<file path="config.mk">
export PLATFORM = sky130hd
export DESIGN_NAME = wlca_ctrl
export DESIGN_NICKNAME = d
export VERILOG_FILES = /design/src/sv/wlca_pkg.sv /design/src/sv/wlca_ctrl.sv
export SDC_FILE = /design/constraint.sdc
export NUM_CORES = 1
export LEC_CHECK = 0
export BUFFER_PORTS_ARGS = -buffer_cell sky130_fd_sc_hd__buf_2
export CORE_ASPECT_RATIO = 0.6
export CORE_UTILIZATION = 30
export CTS_BUF_LIST = sky130_fd_sc_hd__clkbuf_2 sky130_fd_sc_hd__clkbuf_4 sky130_fd_sc_hd__clkbuf_8
export DETAILED_ROUTE_END_ITERATION = 6
export PLACE_DENSITY_LB_ADDON = 0.3
export SLEW_MARGIN = 20
export SYNTH_ARGS = -nofsm -noshare
export SYNTH_HDL_FRONTEND = slang
export SYNTH_SLANG_ARGS = --single-unit
</file>
<file path="constraint.sdc">
create_clock -name clk -period 6.1 [get_ports clk]
set_clock_uncertainty 0.05 [all_clocks]
set_input_delay 0.61 -clock clk [delete_from_list [all_inputs] [get_ports clk]]
set_output_delay 0.61 -clock clk [all_outputs]
set_load 0.01 [all_outputs]
</file>
<file path="src/sv/wlca_pkg.sv">
// Package for the weighted LCA binary lifting core.
// Payload structs, widths, command/status types. No dependencies.
`timescale 1ns / 1ps
package wlca_pkg;
	localparam int MAX_NODES_DEF = 1024;
	localparam int LEVELS_DEF = 10;
	localparam int ID_W = 10;
	localparam int WSUM_W = 42;
	localparam int EW_W = 32;
	localparam int DEPTH_W = 10;

	localparam logic OP_ADD = 1'b0;
	localparam logic OP_QUERY = 1'b1;

	typedef struct packed {
		logic opcode;
		logic [ID_W-1:0] node_id;
		logic [ID_W-1:0] other_node;
		logic [EW_W-1:0] edge_weight;
		logic is_root;
	} in_item_t;

	typedef struct packed {
		logic [ID_W-1:0] common_ancestor;
		logic [WSUM_W-1:0] dist_sum;
	} out_item_t;

	// datapath commands
	typedef enum logic [3:0] {
		CMD_NONE = 4'd0,
		CMD_LOAD = 4'd1,   // latch input item
		CMD_RD_DEPTH = 4'd2,   // read depth of a and b (or parent)
		CMD_ADD_BASE = 4'd3,   // write level 0 and depth
		CMD_ADD_RD = 4'd4,   // read node(k-1) entry
		CMD_ADD_RD2 = 4'd5,   // read mid(k-1) entry
		CMD_ADD_WR = 4'd6,   // write level k
		CMD_SWAP = 4'd7,   // order a deeper than b
		CMD_L1_RD = 4'd8,   // read a at level i
		CMD_L1_EV = 4'd9,   // evaluate first-pass lift
		CMD_L2_RD = 4'd10,  // read a and b at level i
		CMD_L2_EV = 4'd11,  // evaluate joint lift
		CMD_FIN = 4'd12   // final parent step
	} cmd_op_t;

	typedef struct packed {
		cmd_op_t op;
		logic [3:0] level;
	} cmd_t;

	typedef struct packed {
		logic query;
		logic in_range;
		logic a_eq_b;
	} stat_t;
endpackage

</file>
<file path="src/sv/wlca_ctrl.sv">
// Controller of the weighted LCA core: sequences adds and queries.
// Depends on wlca_pkg. Drives wlca_datapath, owns the handshakes.
`timescale 1ns / 1ps
module wlca_ctrl #(
	parameter int LEVELS = wlca_pkg::LEVELS_DEF
) (
	input logic clk,
	input logic arst_n,
	input logic in_valid,
	output logic in_ready,
	output logic out_valid,
	input logic out_ready,
	input wlca_pkg::stat_t stat,
	output wlca_pkg::cmd_t cmd,
	output logic capture
);
	import wlca_pkg::*;
	typedef enum logic [11:0] {
		S_IDLE = 12'b000000000001,
		S_DEPTH = 12'b000000000010,
		S_ABASE = 12'b000000000100,
		S_ARD = 12'b000000001000,
		S_ARD2 = 12'b000000010000,
		S_AWR = 12'b000000100000,
		S_SWAP = 12'b000001000000,
		S_L1RD = 12'b000010000000,
		S_L1EV = 12'b000100000000,
		S_L2RD = 12'b001000000000,
		S_L2EV = 12'b010000000000,
		S_FIN = 12'b100000000000
	} state_t;

	state_t state_q;
	logic [3:0] lvl_q;
	logic fin_q;
	logic busy_out_q;

	assign in_ready = (state_q == S_IDLE) && !out_valid && !fin_q;
	assign out_valid = busy_out_q;

	always_comb begin
		cmd.level = lvl_q;
		cmd.op = CMD_NONE;
		case (state_q)
			S_IDLE: cmd.op = (in_valid && in_ready) ? CMD_LOAD : CMD_NONE;
			S_DEPTH: cmd.op = CMD_RD_DEPTH;
			S_ABASE: cmd.op = CMD_ADD_BASE;
			S_ARD: cmd.op = CMD_ADD_RD;
			S_ARD2: cmd.op = CMD_ADD_RD2;
			S_AWR: cmd.op = CMD_ADD_WR;
			S_SWAP: cmd.op = CMD_SWAP;
			S_L1RD: cmd.op = CMD_L1_RD;
			S_L1EV: cmd.op = CMD_L1_EV;
			S_L2RD: cmd.op = CMD_L2_RD;
			S_L2EV: cmd.op = CMD_L2_EV;
			S_FIN: cmd.op = CMD_FIN;
			default: cmd.op = CMD_NONE;
		endcase
	end

	assign capture = fin_q;

	always_ff @(posedge clk or negedge arst_n) begin
		if (!arst_n) begin
			state_q <= S_IDLE;
			lvl_q <= '0;
			fin_q <= 1'b0;
			busy_out_q <= 1'b0;
		end else begin
			fin_q <= 1'b0;
			if (busy_out_q && out_ready) busy_out_q <= 1'b0;
			if (fin_q) busy_out_q <= 1'b1;
			case (state_q)
				S_IDLE: if (in_valid && in_ready) state_q <= S_DEPTH;
				S_DEPTH: begin
					if (!stat.in_range) state_q <= S_IDLE;
					else if (stat.query) state_q <= S_SWAP;
					else state_q <= S_ABASE;
					lvl_q <= 4'd1;
				end
				S_ABASE: state_q <= (LEVELS > 1) ? S_ARD : S_IDLE;
				S_ARD: state_q <= S_ARD2;
				S_ARD2: state_q <= S_AWR;
				S_AWR: begin
					if (32'(lvl_q) == LEVELS - 1) state_q <= S_IDLE;
					else begin
						lvl_q <= lvl_q + 4'd1;
						state_q <= S_ARD;
					end
				end
				S_SWAP: begin
					lvl_q <= 4'(LEVELS - 1);
					state_q <= S_L1RD;
				end
				S_L1RD: state_q <= S_L1EV;
				S_L1EV: begin
					if (lvl_q == 4'd0) begin
						lvl_q <= 4'(LEVELS - 1);
						state_q <= S_L2RD;
					end else begin
						lvl_q <= lvl_q - 4'd1;
						state_q <= S_L1RD;
					end
				end
				S_L2RD: begin
					if (stat.a_eq_b) begin
						fin_q <= 1'b1;
						state_q <= S_IDLE;
					end else state_q <= S_L2EV;
				end
				S_L2EV: begin
					if (lvl_q == 4'd0) state_q <= S_FIN;
					else begin
						lvl_q <= lvl_q - 4'd1;
						state_q <= S_L2RD;
					end
				end
				S_FIN: begin
					fin_q <= 1'b1;
					state_q <= S_IDLE;
				end
				default: state_q <= S_IDLE;
			endcase
		end
	end
endmodule

</file>
---- Yosys cells after proc, flatten, opt, wreduce, memory -nomap -nowiden ----
Index checks and enable logic that the tools add are counted.
storage, ports and cells
  memories ................................ 0
  ROM bits ................................ 0
  output and inout bits ................... 11
  bits in writable memories ............... 0
  latch bits .............................. 0
  bits of input ports ..................... 7
  flip-flop bits (word level) ............. 18
cells by class
  add/subtract/negate cells ............... 2
  magnitude comparators ................... 0
  shifts and indexed selects .............. 0
  eq/ne operators ......................... 16
  multiply operators ...................... 0
  bitwise gates (word level) .............. 0
  mux-type cells .......................... 18
  div/mod/pow operators ................... 0
  reductions and logical operators ........ 10
operators with widths
  operator              number
  $pmux 12 s11          1
  $pmux 4 s12           1
  $mux 12               2
  $pmux 4 s5            1
  $mux 4                4
  $mux 7                2
  $eq 12x1->1 const B   1
  $eq 12x10->1 const B  1
  $eq 12x11->1 const B  1
  $eq 12x12->1 const B  1
  $eq 12x2->1 const B   1
  $eq 12x3->1 const B   1
  $eq 12x4->1 const B   1
  $eq 12x5->1 const B   1
  $eq 12x6->1 const B   1
  $eq 12x7->1 const B   1
  $eq 12x8->1 const B   1
  $eq 12x9->1 const B   1
  $mux 11               1
  $mux 10               1
  $reduce_bool 5->1     1
  $add 4x1->4 const B   1
  $eq 4x4->1 const B    1
  $logic_and 1x1->1     4
  9 further kinds       14

---- Logic depth before layout (Yosys ltp) ----
Gate-level depths: netlist of the first run.
  depth after elaboration ................. 6
  depth in mapped cells ................... 7

---- Worst setup path before layout of the first run ----
Ideal clock, no wire load.
  kind .................................... reg-to-output
  start ................................... register state_q[11]
  end ..................................... output cmd[4] (netlist bit)
  required time ........................... 5.440 ns
  path slack .............................. 3.648 ns
  arrival ................................. 1.792 ns
  cell stages (with the launch flop) ...... 6
  cell sequence ........................... dfrtp_1 clkbuf_1 nor4b_1 o211ai_1 o41ai_1 or3b_2
RTL lines
  item                    RTL line         source
  from (decl)             wlca_ctrl.sv:33  state_t state_q;
  from (signal assigned)  wlca_ctrl.sv:81  S_ABASE: state_q <= (LEVELS > 1) ? S_ARD : S_IDLE;
  to (decl)               wlca_ctrl.sv:14  output wlca_pkg::cmd_t cmd,

==> key figures, run 1 <==
Run
  – Max Cap Viol: 0

Critical path
  – FF-to-FF setup slack: 3.65 ns
  – CP Buf/Inv Count: 1
  – Critical path data arrival time: 2.49 ns
  – Number of cells on the critical path: 5
  – CP Launch Type: register
  – Worst path slowest cell: nor4b_1
  – Cell breakdown of the critical path: nor4b_1, o211ai_1, o41ai_1, or3b_2, buf_2
  – Worst setup EP type: primary output
  – Worst reg-to-reg path cell count: 4
  – Maximum fanout along the worst path: 11
  – Req. time, crit path: 5.44 ns
  – Peak per-stage delay on the critical path: 0.79 ns
  – Crit path max-delay family: simple AND/OR/NAND/NOR gates
  – Critical path class: reg -> out

Power
  – P per Cell Area: 268 nW/um2
  – VDD IR max: 0.0000646 V
  – Leakage: 0.711 nW
  – Power Total: 390 uW

Die
  – Initial Util: 33.1%
  – Die X: 86.4 um
  – Die Span Y: 52.6 um
  – Die area: 4540 um2
  – Core ar.: 3870 um2
  – Boundary Pins: 18
  – Core Rows: 17

Worst hold path
  – Hold crit path type: in -> async

Route
  – Iter 0 DRT Violations: 113
  – Total Wirelength: 3.29 mm
  – Post-route DRC: 0
  – Routed Antenna Nets: 0
  – Detailed Routing Iterations Pass 1: 5
  – Via-to-Cell Ratio: 5.49
  – Total number of vias: 1181
  – Wire length per cell: 15.3 um

Placed design
  – Pre-CTS WS: 3.22 ns
  – GP Congestion: 0.898
  – Hpwl dp: 2.48 mm
  – IO Port Bufs: 17
  – Placed cell area: 1400 um2

Clocking
  – CTS Buf Count: 3
  – CTS tree: done
  – Setup Buffers After CTS: 0
  – Max Buffers Root-to-Sink: 2
  – Clock Latency Late Sink: 0.26 ns
  – CTS sink cnt: 18
  – Clock Root Buffer: clkbuf_8
  – Hold Buf Count CTS: 0
  – CTS clk-pin slew, worst paths: 0.08 ns
  – Post-CTS sizing: 0
  – H-tree Lvls: 1

Global routing
  – First-pass GRT wire length: 5.53 mm
  – Grt total ovfl: 0
  – Initial antenna violation count: 0
  – Largest net degree at the start of global routing: 19
  – Vias in the first global route: 1046
  – GRT Util Overall: 16.4%

Logic synthesis
  – Yosys warning total: 0
  – Post-synthesis cell type count: 46
  – Cell count after synthesis: 145
  – Synthesized net count: 155
  – Register area share after synthesis: 35.3%
  – Post-Syn Area: 1280 um2
  – #FFs+latches synth: 18
  – Avg Inst Size Synth: 8.84 um2

STA
  – RSZ-0062 raised after global routing: false
  – Peak Freq: 317 MHz
  – Normalized max-slew margin: 41.4%
  – Slew @ Worst Pin: 0.870 ns
  – Setup ws final: 2.95 ns
  – Finish-stage setup viols: 0
  – Tcrit/Tclk final: 51.7%
  – Setup TNS: 0 ns
  – Final Hold Fails: 0
  – Max Slew Vio Count: 0
  – Crit path time final: 3.15 ns

Final layout
  – Area grow syn2layout: 13.5%
  – Share of cells above drive strength 1: 22.2%
  – Most frequent cells in the layout: nor2_1, dfrtp_1, buf_2, nand2_1
  – Filler Cell Count: 416
  – Final design area excluding fillers: 1450 um2
  – # nets final: 169
  – ANT cells: 0

Run status
  – Status: finished clean
-- layout make-up --
type	count	area [um2]	share of cell area (%)
timing repair buffer	18	92.6	6.37
inverter	7	26.3	1.81
multi-input combinational	111	757	52.1
sequential	18	452	31.1
tap	57	71.3	4.91
clock buffer	4	55.1	3.79
-- sequential cells by signal (all words and copies together), names as in the netlist --
signal     cells
lvl_q          4
state_q       12
capture        1
out_valid      1
-- through the flow --
step / instances / hold slack [ns] / util (%)
global route: 215 / 0.259 / 37.6
CTS: 215 / 0.247 / 37.6
global placement: 211 / 0.436 / 36.1
detailed placement: 211 / 0.452 / 36.1
finish: 215 / 0.222 / 37.6
floorplan: 145 / 0.264 / -
-- where the power goes --
group	leakage, nW	switching (mW)	internal (mW)	total [mW]
combinational	0.441	0.0798	0.0570	0.137
clock	0.0288	0.0452	0.0575	0.103
sequential	0.242	0.0199	0.130	0.150
-- cell usage after synthesis, drive strengths merged --
library cell	instances	area share (%)
a311o	2	1.6
nor3	6	2.3
a41o	1	0.78
nor4bb	1	0.78
nor4b	3	2.1
xnor2	4	2.7
nand2b	1	0.49
nand4	5	2.4
and3b	1	0.68
a211oi	1	0.59
ha	3	2.9
mux2	1	0.88
a21oi	3	1.2
or3b	3	2.1
a32oi	1	0.68
or4	4	2.9
dfrtp	17	33
and2	1	0.49
nor2	17	5.0
nand3	7	2.7
o21bai	1	0.59
o221a	1	0.88
o2111a	1	0.88
a21o	1	0.59
and4bb	2	2.0
mux2i	2	1.6
inv	7	2.1
o311ai	1	2.1
o41ai	2	1.4
buf	4	2.1
nor3b	1	0.59
o211ai	1	0.59
nand2	15	4.6
xor2	4	2.7
dfstp	1	2.1
nor4	5	2.9
o22ai	1	0.49
o21ai	3	1.2
clkbuf	5	1.6
and3	3	1.5
o2bb2ai	2	1.4
-- layer usage --
layer | track usage (%) | routed length, um | share of wire, % | up-vias
met5 | 0 | 0 | 0 | -
met4 | 4.17 | 27 | 0.82 | 0
met3 | 3.94 | 287 | 8.7 | 5
met2 | 22.4 | 1340 | 41 | 59
met1 | 25.1 | 1640 | 50 | 556
li1 | - | - | - | 561
-- path summary, 6_finish.rpt --
check,startpoint,endpoint
worst max-delay path,state_q[9],cmd[4]
worst min-delay path,arst_n,state_q[1]
worst max register to register,state_q[4],lvl_q[2]
worst min register to register,capture,out_valid
max in group asynchronous,arst_n,state_q[0]
min in group clk,stat[2],state_q[2]
-- cells by family after synthesis --
kind of cell / Yosys count / share of synthesized area (%)
adders and majority gates: 3 / 2.93
DFF: 18 / 35.3
AOI/OAI and AO/OA: 22 / 14.7
and+or+nand+nor: 75 / 33.5
xor gates and xnor gates: 8 / 5.47
muxes: 3 / 2.44
buffers and inverters: 16 / 5.66
(Power assumes the default switching activity.)
==> inputs of run 2 (changes only) <==
Settings changed: ABC_AREA set to 1.
Clock period 6.1 ns to 2.9 ns, I/O delays scaled along.
==> key figures, run 2 <==
Power
  – VDD IR max: 0.000177 V (was 0.0000646 V)
  – Power Total: 893 uW (was 390 uW)
  – Leakage: 0.863 nW (was 0.711 nW)
  – P per Cell Area: 594 nW/um2 (was 268 nW/um2)

Critical path
  – Worst setup EP type: primary output (unchanged)
  – Worst reg-to-reg path cell count: 9 (was 4)
  – CP Launch Type: register (unchanged)
  – Critical path class: reg -> out (unchanged)
  – RR Endpoint: lvl_q[3] (was lvl_q[2])
  – Req. time, crit path: 2.56 ns (was 5.44 ns)
  – Critical path data arrival time: 1.73 ns (was 2.49 ns)
  – FF-to-FF setup slack: 1.15 ns (was 3.65 ns)
  – Reg-to-Reg Start: lvl_q[0] (was state_q[4])
  – Maximum fanout along the worst path: 12 (was 11)

Die
  – Die area: 4630 um2 (was 4540 um2)
  – Boundary Pins: 18 (unchanged)
  – Core Rows: 18 (was 17)
  – Core ar.: 4140 um2 (was 3870 um2)
  – Die Span Y: 53.1 um (was 52.6 um)
  – Initial Util: 31.6% (was 33.1%)
  – Die X: 87.2 um (was 86.4 um)

Final layout
  – Most common cell after layout, fill and taps aside: nand2_1
  – Most frequent cells in the layout: nand2_1, inv_1, dfrtp_1, buf_2, nand3_1 (was nor2_1, dfrtp_1, buf_2, nand2_1)
  – Biggest register: state_q (unchanged)
  – Fin util: 36.3% (was 37.6%)
  – Largest register FFs: 12 (unchanged)
  – Final design area excluding fillers: 1500 um2 (was 1450 um2)
  – Largest registers: state_q x12, lvl_q x4 (unchanged)
  – # nets final: 211 (was 169)
  – Area grow syn2layout: 15.0% (was 13.5%)
  – ANT cells: 0 (unchanged)
  – Share of cells above drive strength 1: 26.5% (was 22.2%)

STA
  – Peak Freq: 483 MHz
  – Max Slew Vio Count: 0 (unchanged)
  – Setup TNS: 0 ns (unchanged)
  – Slew @ Worst Pin: 0.434 ns (was 0.870 ns)
  – Tcrit/Tclk final: 71.4%
  – Final Hold Fails: 0 (unchanged)
  – Finish-stage setup viols: 0 (unchanged)
  – RSZ-0062 raised after global routing: false (unchanged)
  – Crit path time final: 2.07 ns
  – Normalized max-slew margin: 71.0% (was 41.4%)

Logic synthesis
  – Post-Syn Area: 1310 um2 (was 1280 um2)
  – Ys flop type: dfrtp_1 (unchanged)
  – Cell count after synthesis: 180 (was 145)
  – Dominant cell type by area after synthesis: dfrtp_1 (unchanged)
  – Post-synth EDFFs: 0 (unchanged)
  – Post-synthesis cell type count: 26 (was 46)
  – Async set-reset flop share out of synthesis: 100% (unchanged)
  – #FFs+latches synth: 18 (unchanged)
  – Top cells by area, synth: dfrtp_1, nand2_1, inv_1, nand3_1, nand2_2 (was dfrtp_1, nor2_1, nand2_1, ha_1, nand3_1)
  – Register area share after synthesis: 34.5% (was 35.3%)
  – Yosys warning total: 0 (unchanged)
  – Most common cell in the synthesized netlist: nand2_1
  – Synthesized net count: 190 (was 155)
  – Most frequent cells after synthesis: nand2_1, inv_1, dfrtp_1, nand3_1 (was dfrtp_1, nor2_1, nand2_1, inv_1, nand3_1)
  – Avg Inst Size Synth: 7.26 um2 (was 8.84 um2)
  – Post-synth top area share: 32.5% (was 33.2%)

Placed design
  – IO Port Bufs: 17 (unchanged)
  – Hpwl dp: 2.37 mm (was 2.48 mm)
  – Placed cell area: 1450 um2 (was 1400 um2)
  – GP Congestion: 0.849 (was 0.898)

Clocking
  – CTS clk-pin slew, worst paths: 0.07 ns (was 0.08 ns)
  – CTS sink cnt: 18 (unchanged)
  – Clock Root Buffer: clkbuf_8 (unchanged)
  – Setup Buffers After CTS: 0 (unchanged)
  – CTS tree: done (unchanged)
  – Clock Latency Late Sink: 0.26 ns (about the same)
  – CTS Buf Count: 3 (unchanged)
  – Post-CTS sizing: 0 (unchanged)
  – H-tree Lvls: 1 (unchanged)
  – Max Buffers Root-to-Sink: 2 (unchanged)

Global routing
  – Grt total ovfl: 0 (unchanged)
  – GRT Util Overall: 14.2% (was 16.4%)
  – Initial antenna violation count: 0 (unchanged)
  – Largest net degree at the start of global routing: 19 (unchanged)
  – First-pass GRT wire length: 4.80 mm (was 5.53 mm)
  – Vias in the first global route: 986 (was 1046)

Route
  – Total number of vias: 1117 (was 1181)
  – Iter 0 DRT Violations: 65 (was 113)
  – Via-to-Cell Ratio: 4.30 (was 5.49)
  – Post-route DRC: 0 (unchanged)
  – Wire length per cell: 11.0 um (was 15.3 um)
  – Detailed Routing Iterations Pass 1: 4 (was 5)
  – Total Wirelength: 2.87 mm (was 3.29 mm)
  – Routed Antenna Nets: 0 (unchanged)

Worst hold path
  – Min-delay src: stat[2]
  – Worst Hold End: state_q[2]
  – WHS Path Cells: 2
  – Hold crit path type: in -> reg (was in -> async)

Run status
  – Status: finished clean (unchanged)

Run
  – Max Cap Viol: 0 (unchanged)
==> run 2: cell count changes after synthesis, sizes merged, moves of 5 or more <==
| cell | previous run | this run |
|---|---|---|
| clkbuf | 5 | 0 |
| inv | 7 | 33 |
| nand2 | 15 | 54 |
| nand3 | 7 | 20 |
| nor3 | 6 | 11 |
| nor4 | 5 | 0 |
==> run 2: worst max-delay path by stage <==
stage / from / end
floorplan: state_q[6] / cmd[4]
detailed placement: state_q[5] / cmd[7]
finish: state_q[6] / cmd[7]
global placement: state_q[6] / cmd[7]
CTS: state_q[2] / cmd[7]
global route: state_q[5] / cmd[7]
==> run 2: cells by family after synthesis <==
| logic type | Yosys count | synth area share [%] |
|---|---|---|
| simple gates | 112 | 44.8 |
| buf+inv | 35 | 11.2 |
| flops | 18 | 34.5 |
| compound gates | 8 | 3.92 |
| xor+xnor | 4 | 2.68 |
| fa+ha+maj | 3 | 2.87 |
==> run 2: cell type report <==
class	instances	area, um2
clock buffers	4	48.8
fillers	463	2640
inverters	33	124
multi-input cells	127	709
flip-flops and latches	18	452
well taps	60	75.1
repair buffers	18	95.1
==> run 2: where the power goes <==
group / leakage, nW / switching (mW) / internal (mW) / total (mW)
logic: 0.592 / 0.246 / 0.141 / 0.387
registers: 0.245 / 0.0323 / 0.281 / 0.314
clock network: 0.0262 / 0.0855 / 0.107 / 0.193
==> run 2: routing by layer <==
| metal | track usage (%) | vias up | share of wire, % |
|---|---|---|---|
| met5 | 0 | - | 0 |
| met4 | 1.64 | 0 | 0.42 |
| met3 | 4.37 | 2 | 8.1 |
| met2 | 18.1 | 33 | 35 |
| met1 | 22.9 | 476 | 57 |
| li1 | - | 606 | - |
==> run 2: repair_timing <==
item	in CTS	in global routing
hold buffers	1	0
endpoints found under the hold margin	17	0
setup endpoints to repair	0	0
==> run 2: per-stage QoR <==
| step | instances | setup slack [ns] | hold slack (ns) |
|---|---|---|---|
| finish | 260 | 0.828 | 0.146 |
| global route | 260 | 0.625 | 0.141 |
| CTS | 260 | 0.825 | 0.140 |
| detailed placement | 255 | 1.12 | 0.212 |
| global placement | 255 | 1.11 | 0.212 |
| floorplan | 180 | 1.28 | -0.0556 |
==> run 2: worst max-delay path, stage by stage (launching register included) <==
cell and delay [ns]:
dfrtp_1 0.42, nor2_2 0.15, nand2_2 0.11, nor2_4 0.26, o21ai_2 0.18, nand2_1 0.09
inv_1 0.06, nand3_1 0.07, buf_2 0.13
==> inputs of run 3 (changes only) <==
Clock period 2.9 ns to 1.7 ns, I/O delays scaled along.
==> key figures, run 3 (synthesis results as in run 2) <==
Route
  – Iter 0 DRT Violations: 49 (was 65)
  – Total number of vias: 1297 (was 1117)
  – Via-to-Cell Ratio: 4.29 (was 4.30)
  – Detailed Routing Iterations Pass 1: 4 (unchanged)
  – Routed Antenna Nets: 0 (unchanged)
  – Total Wirelength: 3.55 mm (was 2.87 mm)
  – Wire length per cell: 11.8 um (was 11.0 um)
  – Post-route DRC: 0 (unchanged)

Power
  – Leakage: 1.08 nW (was 0.863 nW)
  – P per Cell Area: 1060 nW/um2 (was 594 nW/um2)
  – VDD IR max: 0.000402 V (was 0.000177 V)

Worst hold path
  – Hold crit path type: in -> reg (unchanged)

STA
  – Crit path time final: 1.87 ns
  – Final Hold Fails: 0 (unchanged)
  – Setup ws final: -0.168 ns (was 0.828 ns)
  – Max Slew Vio Count: 0 (unchanged)
  – Finish-stage setup viols: 11 (was 0)
  – Normalized max-slew margin: 70.0% (was 71.0%)
  – Tcrit/Tclk final: 110%
  – RSZ-0062 raised after global routing: true (was false)
  – Peak Freq: 535 MHz
  – Slew @ Worst Pin: 0.450 ns (was 0.434 ns)
  – Setup TNS: -1.10 ns (was 0 ns)

Clocking
  – CTS sink cnt: 18 (unchanged)
  – CTS tree: done (unchanged)
  – Clock Root Buffer: clkbuf_8 (unchanged)
  – Clock Latency Late Sink: 0.26 ns (about the same)
  – Max Buffers Root-to-Sink: 2 (unchanged)
  – H-tree Lvls: 1 (unchanged)
  – CTS clk-pin slew, worst paths: 0.08 ns (was 0.07 ns)
  – CTS Buf Count: 3 (unchanged)

Die
  – Initial Util: 31.6% (unchanged)
  – Die Span Y: 53.1 um (unchanged)
  – Core Rows: 18 (unchanged)
  – Core ar.: 4140 um2 (unchanged)
  – Boundary Pins: 18 (unchanged)
  – Die area: 4630 um2 (unchanged)
  – Die X: 87.2 um (unchanged)

Final layout
  – Most common cell after layout, fill and taps aside: nand2_1 (unchanged)
  – Largest register FFs: 12 (unchanged)
  – # nets final: 253 (was 211)
  – Filler Cell Count: 436 (was 463)
  – Multi-input logic area: 783 um2 (was 709 um2)
  – ANT cells: 0 (unchanged)
  – Register cell area after layout: 452 um2 (unchanged)
  – Area grow syn2layout: 45.9% (was 15.0%)
  – Share of cells above drive strength 1: 43.4% (was 26.5%)
  – Fin util: 46.0% (was 36.3%)
  – Biggest register: state_q (unchanged)
  – Largest registers: state_q x12, lvl_q x4 (unchanged)
  – Most frequent cells in the layout: nand2_1, buf_4, inv_1, dfrtp_1, buf_2 (was nand2_1, inv_1, dfrtp_1, buf_2, nand3_1)

Placed design
  – Pre-CTS WS: 0.0623 ns (was 1.12 ns)
  – Hpwl dp: 2.54 mm (was 2.37 mm)
  – IO Port Bufs: 17 (unchanged)
  – GP Congestion: 0.849 (about the same)

Run status
  – Status: finished, violations left (was finished clean)
  – Violated checks: setup timing

Global routing
  – Largest net degree at the start of global routing: 19 (unchanged)
  – GRT Util Overall: 16.8% (was 14.2%)
  – First-pass GRT wire length: 5.75 mm (was 4.80 mm)
  – Grt total ovfl: 0 (unchanged)
  – Vias in the first global route: 1171 (was 986)
  – Initial antenna violation count: 0 (unchanged)

Critical path
  – CP Launch Type: register (unchanged)
  – Maximum fanout along the worst path: 5 (was 12)
  – Req. time, crit path: 1.48 ns (was 2.56 ns)
  – Critical path class: reg -> out (unchanged)
  – Worst setup EP type: primary output (unchanged)
  – Critical path data arrival time: 1.65 ns (was 1.73 ns)

Run
  – Max Cap Viol: 0 (unchanged)
[run 3: changes by cell type in the layout (fill, tap and decap cells not counted), moves of 3 or more]
cell	delta
nand2_2	+3
buf_4	+38
buf_6	+4
nand2_1	-4
[run 3: worst paths after layout]
| kind | from | to | slack [ns] | depth (start not counted) |
|---|---|---|---|---|
| setup / recovery | state_q[8] | cmd[7] | -0.17 | 8 |
| hold / removal | stat[2] | state_q[2] | 0.02 | 2 |
| setup reg to reg | state_q[3] | lvl_q[0] | -0.13 | 13 |
| hold reg to reg | capture | out_valid | 0.55 | 2 |
| max in group asynchronous | arst_n | state_q[0] | 0.92 | 2 |
| min in group asynchronous | arst_n | lvl_q[0] | 0.34 | 2 |
[run 3: final cells by class]
| class | instances | area share, % |
|---|---|---|
| multi-input cells | 127 | 41.0 |
| flip-flops and latches | 18 | 23.7 |
| well taps | 60 | 3.93 |
| clock buffers | 4 | 2.56 |
| repair buffers | 60 | 22.3 |
| inverters | 33 | 6.49 |
[run 3: repair_timing]
item	CTS	global route
hold buffers	1	0
setup endpoints to repair	5	11
resized for setup	8	12
setup buffers	17	15
hold endpoints to repair	17	0
pin swaps	11	10
[run 3: metal layers]
metal | global-route usage, % | vias to the layer above | share of wire [%]
li1 | - | 682 | -
met1 | 26.3 | 584 | 52
met2 | 24.3 | 29 | 41
met3 | 3.28 | 2 | 6.0
met4 | 1.64 | 0 | 0.37
met5 | 0 | - | 0
[run 3: stage by stage]
stage	power (mW)	hold slack (ns)	cell area, um2	std cells
after floorplan	1.07	-0.176	1310	180
after global placement	1.31	0.0916	1530	266
after detailed placement	1.30	0.0926	1530	266
after CTS	1.83	0.0241	1750	288
after global routing	2.17	0.0340	1910	302
final	2.02	0.0235	1910	302
[run 3: report_power, final]
group | switching [mW] | internal [mW] | leakage [nW]
Sequential | 0.0405 | 0.480 | 0.245
Clock | 0.156 | 0.183 | 0.0262
Combinational | 0.583 | 0.583 | 0.811
Total | 0.780 | 1.25 | 1.08
[run 3: worst max-delay path, stage by stage (launching register included)]
cell and delay (ns):
dfrtp_1 0.40, nor2_2 0.14, inv_1 0.08, nor2_2 0.33, o21ai_4 0.10, nand2_1 0.10, inv_2 0.05, nand3_1 0.06
buf_2 0.14
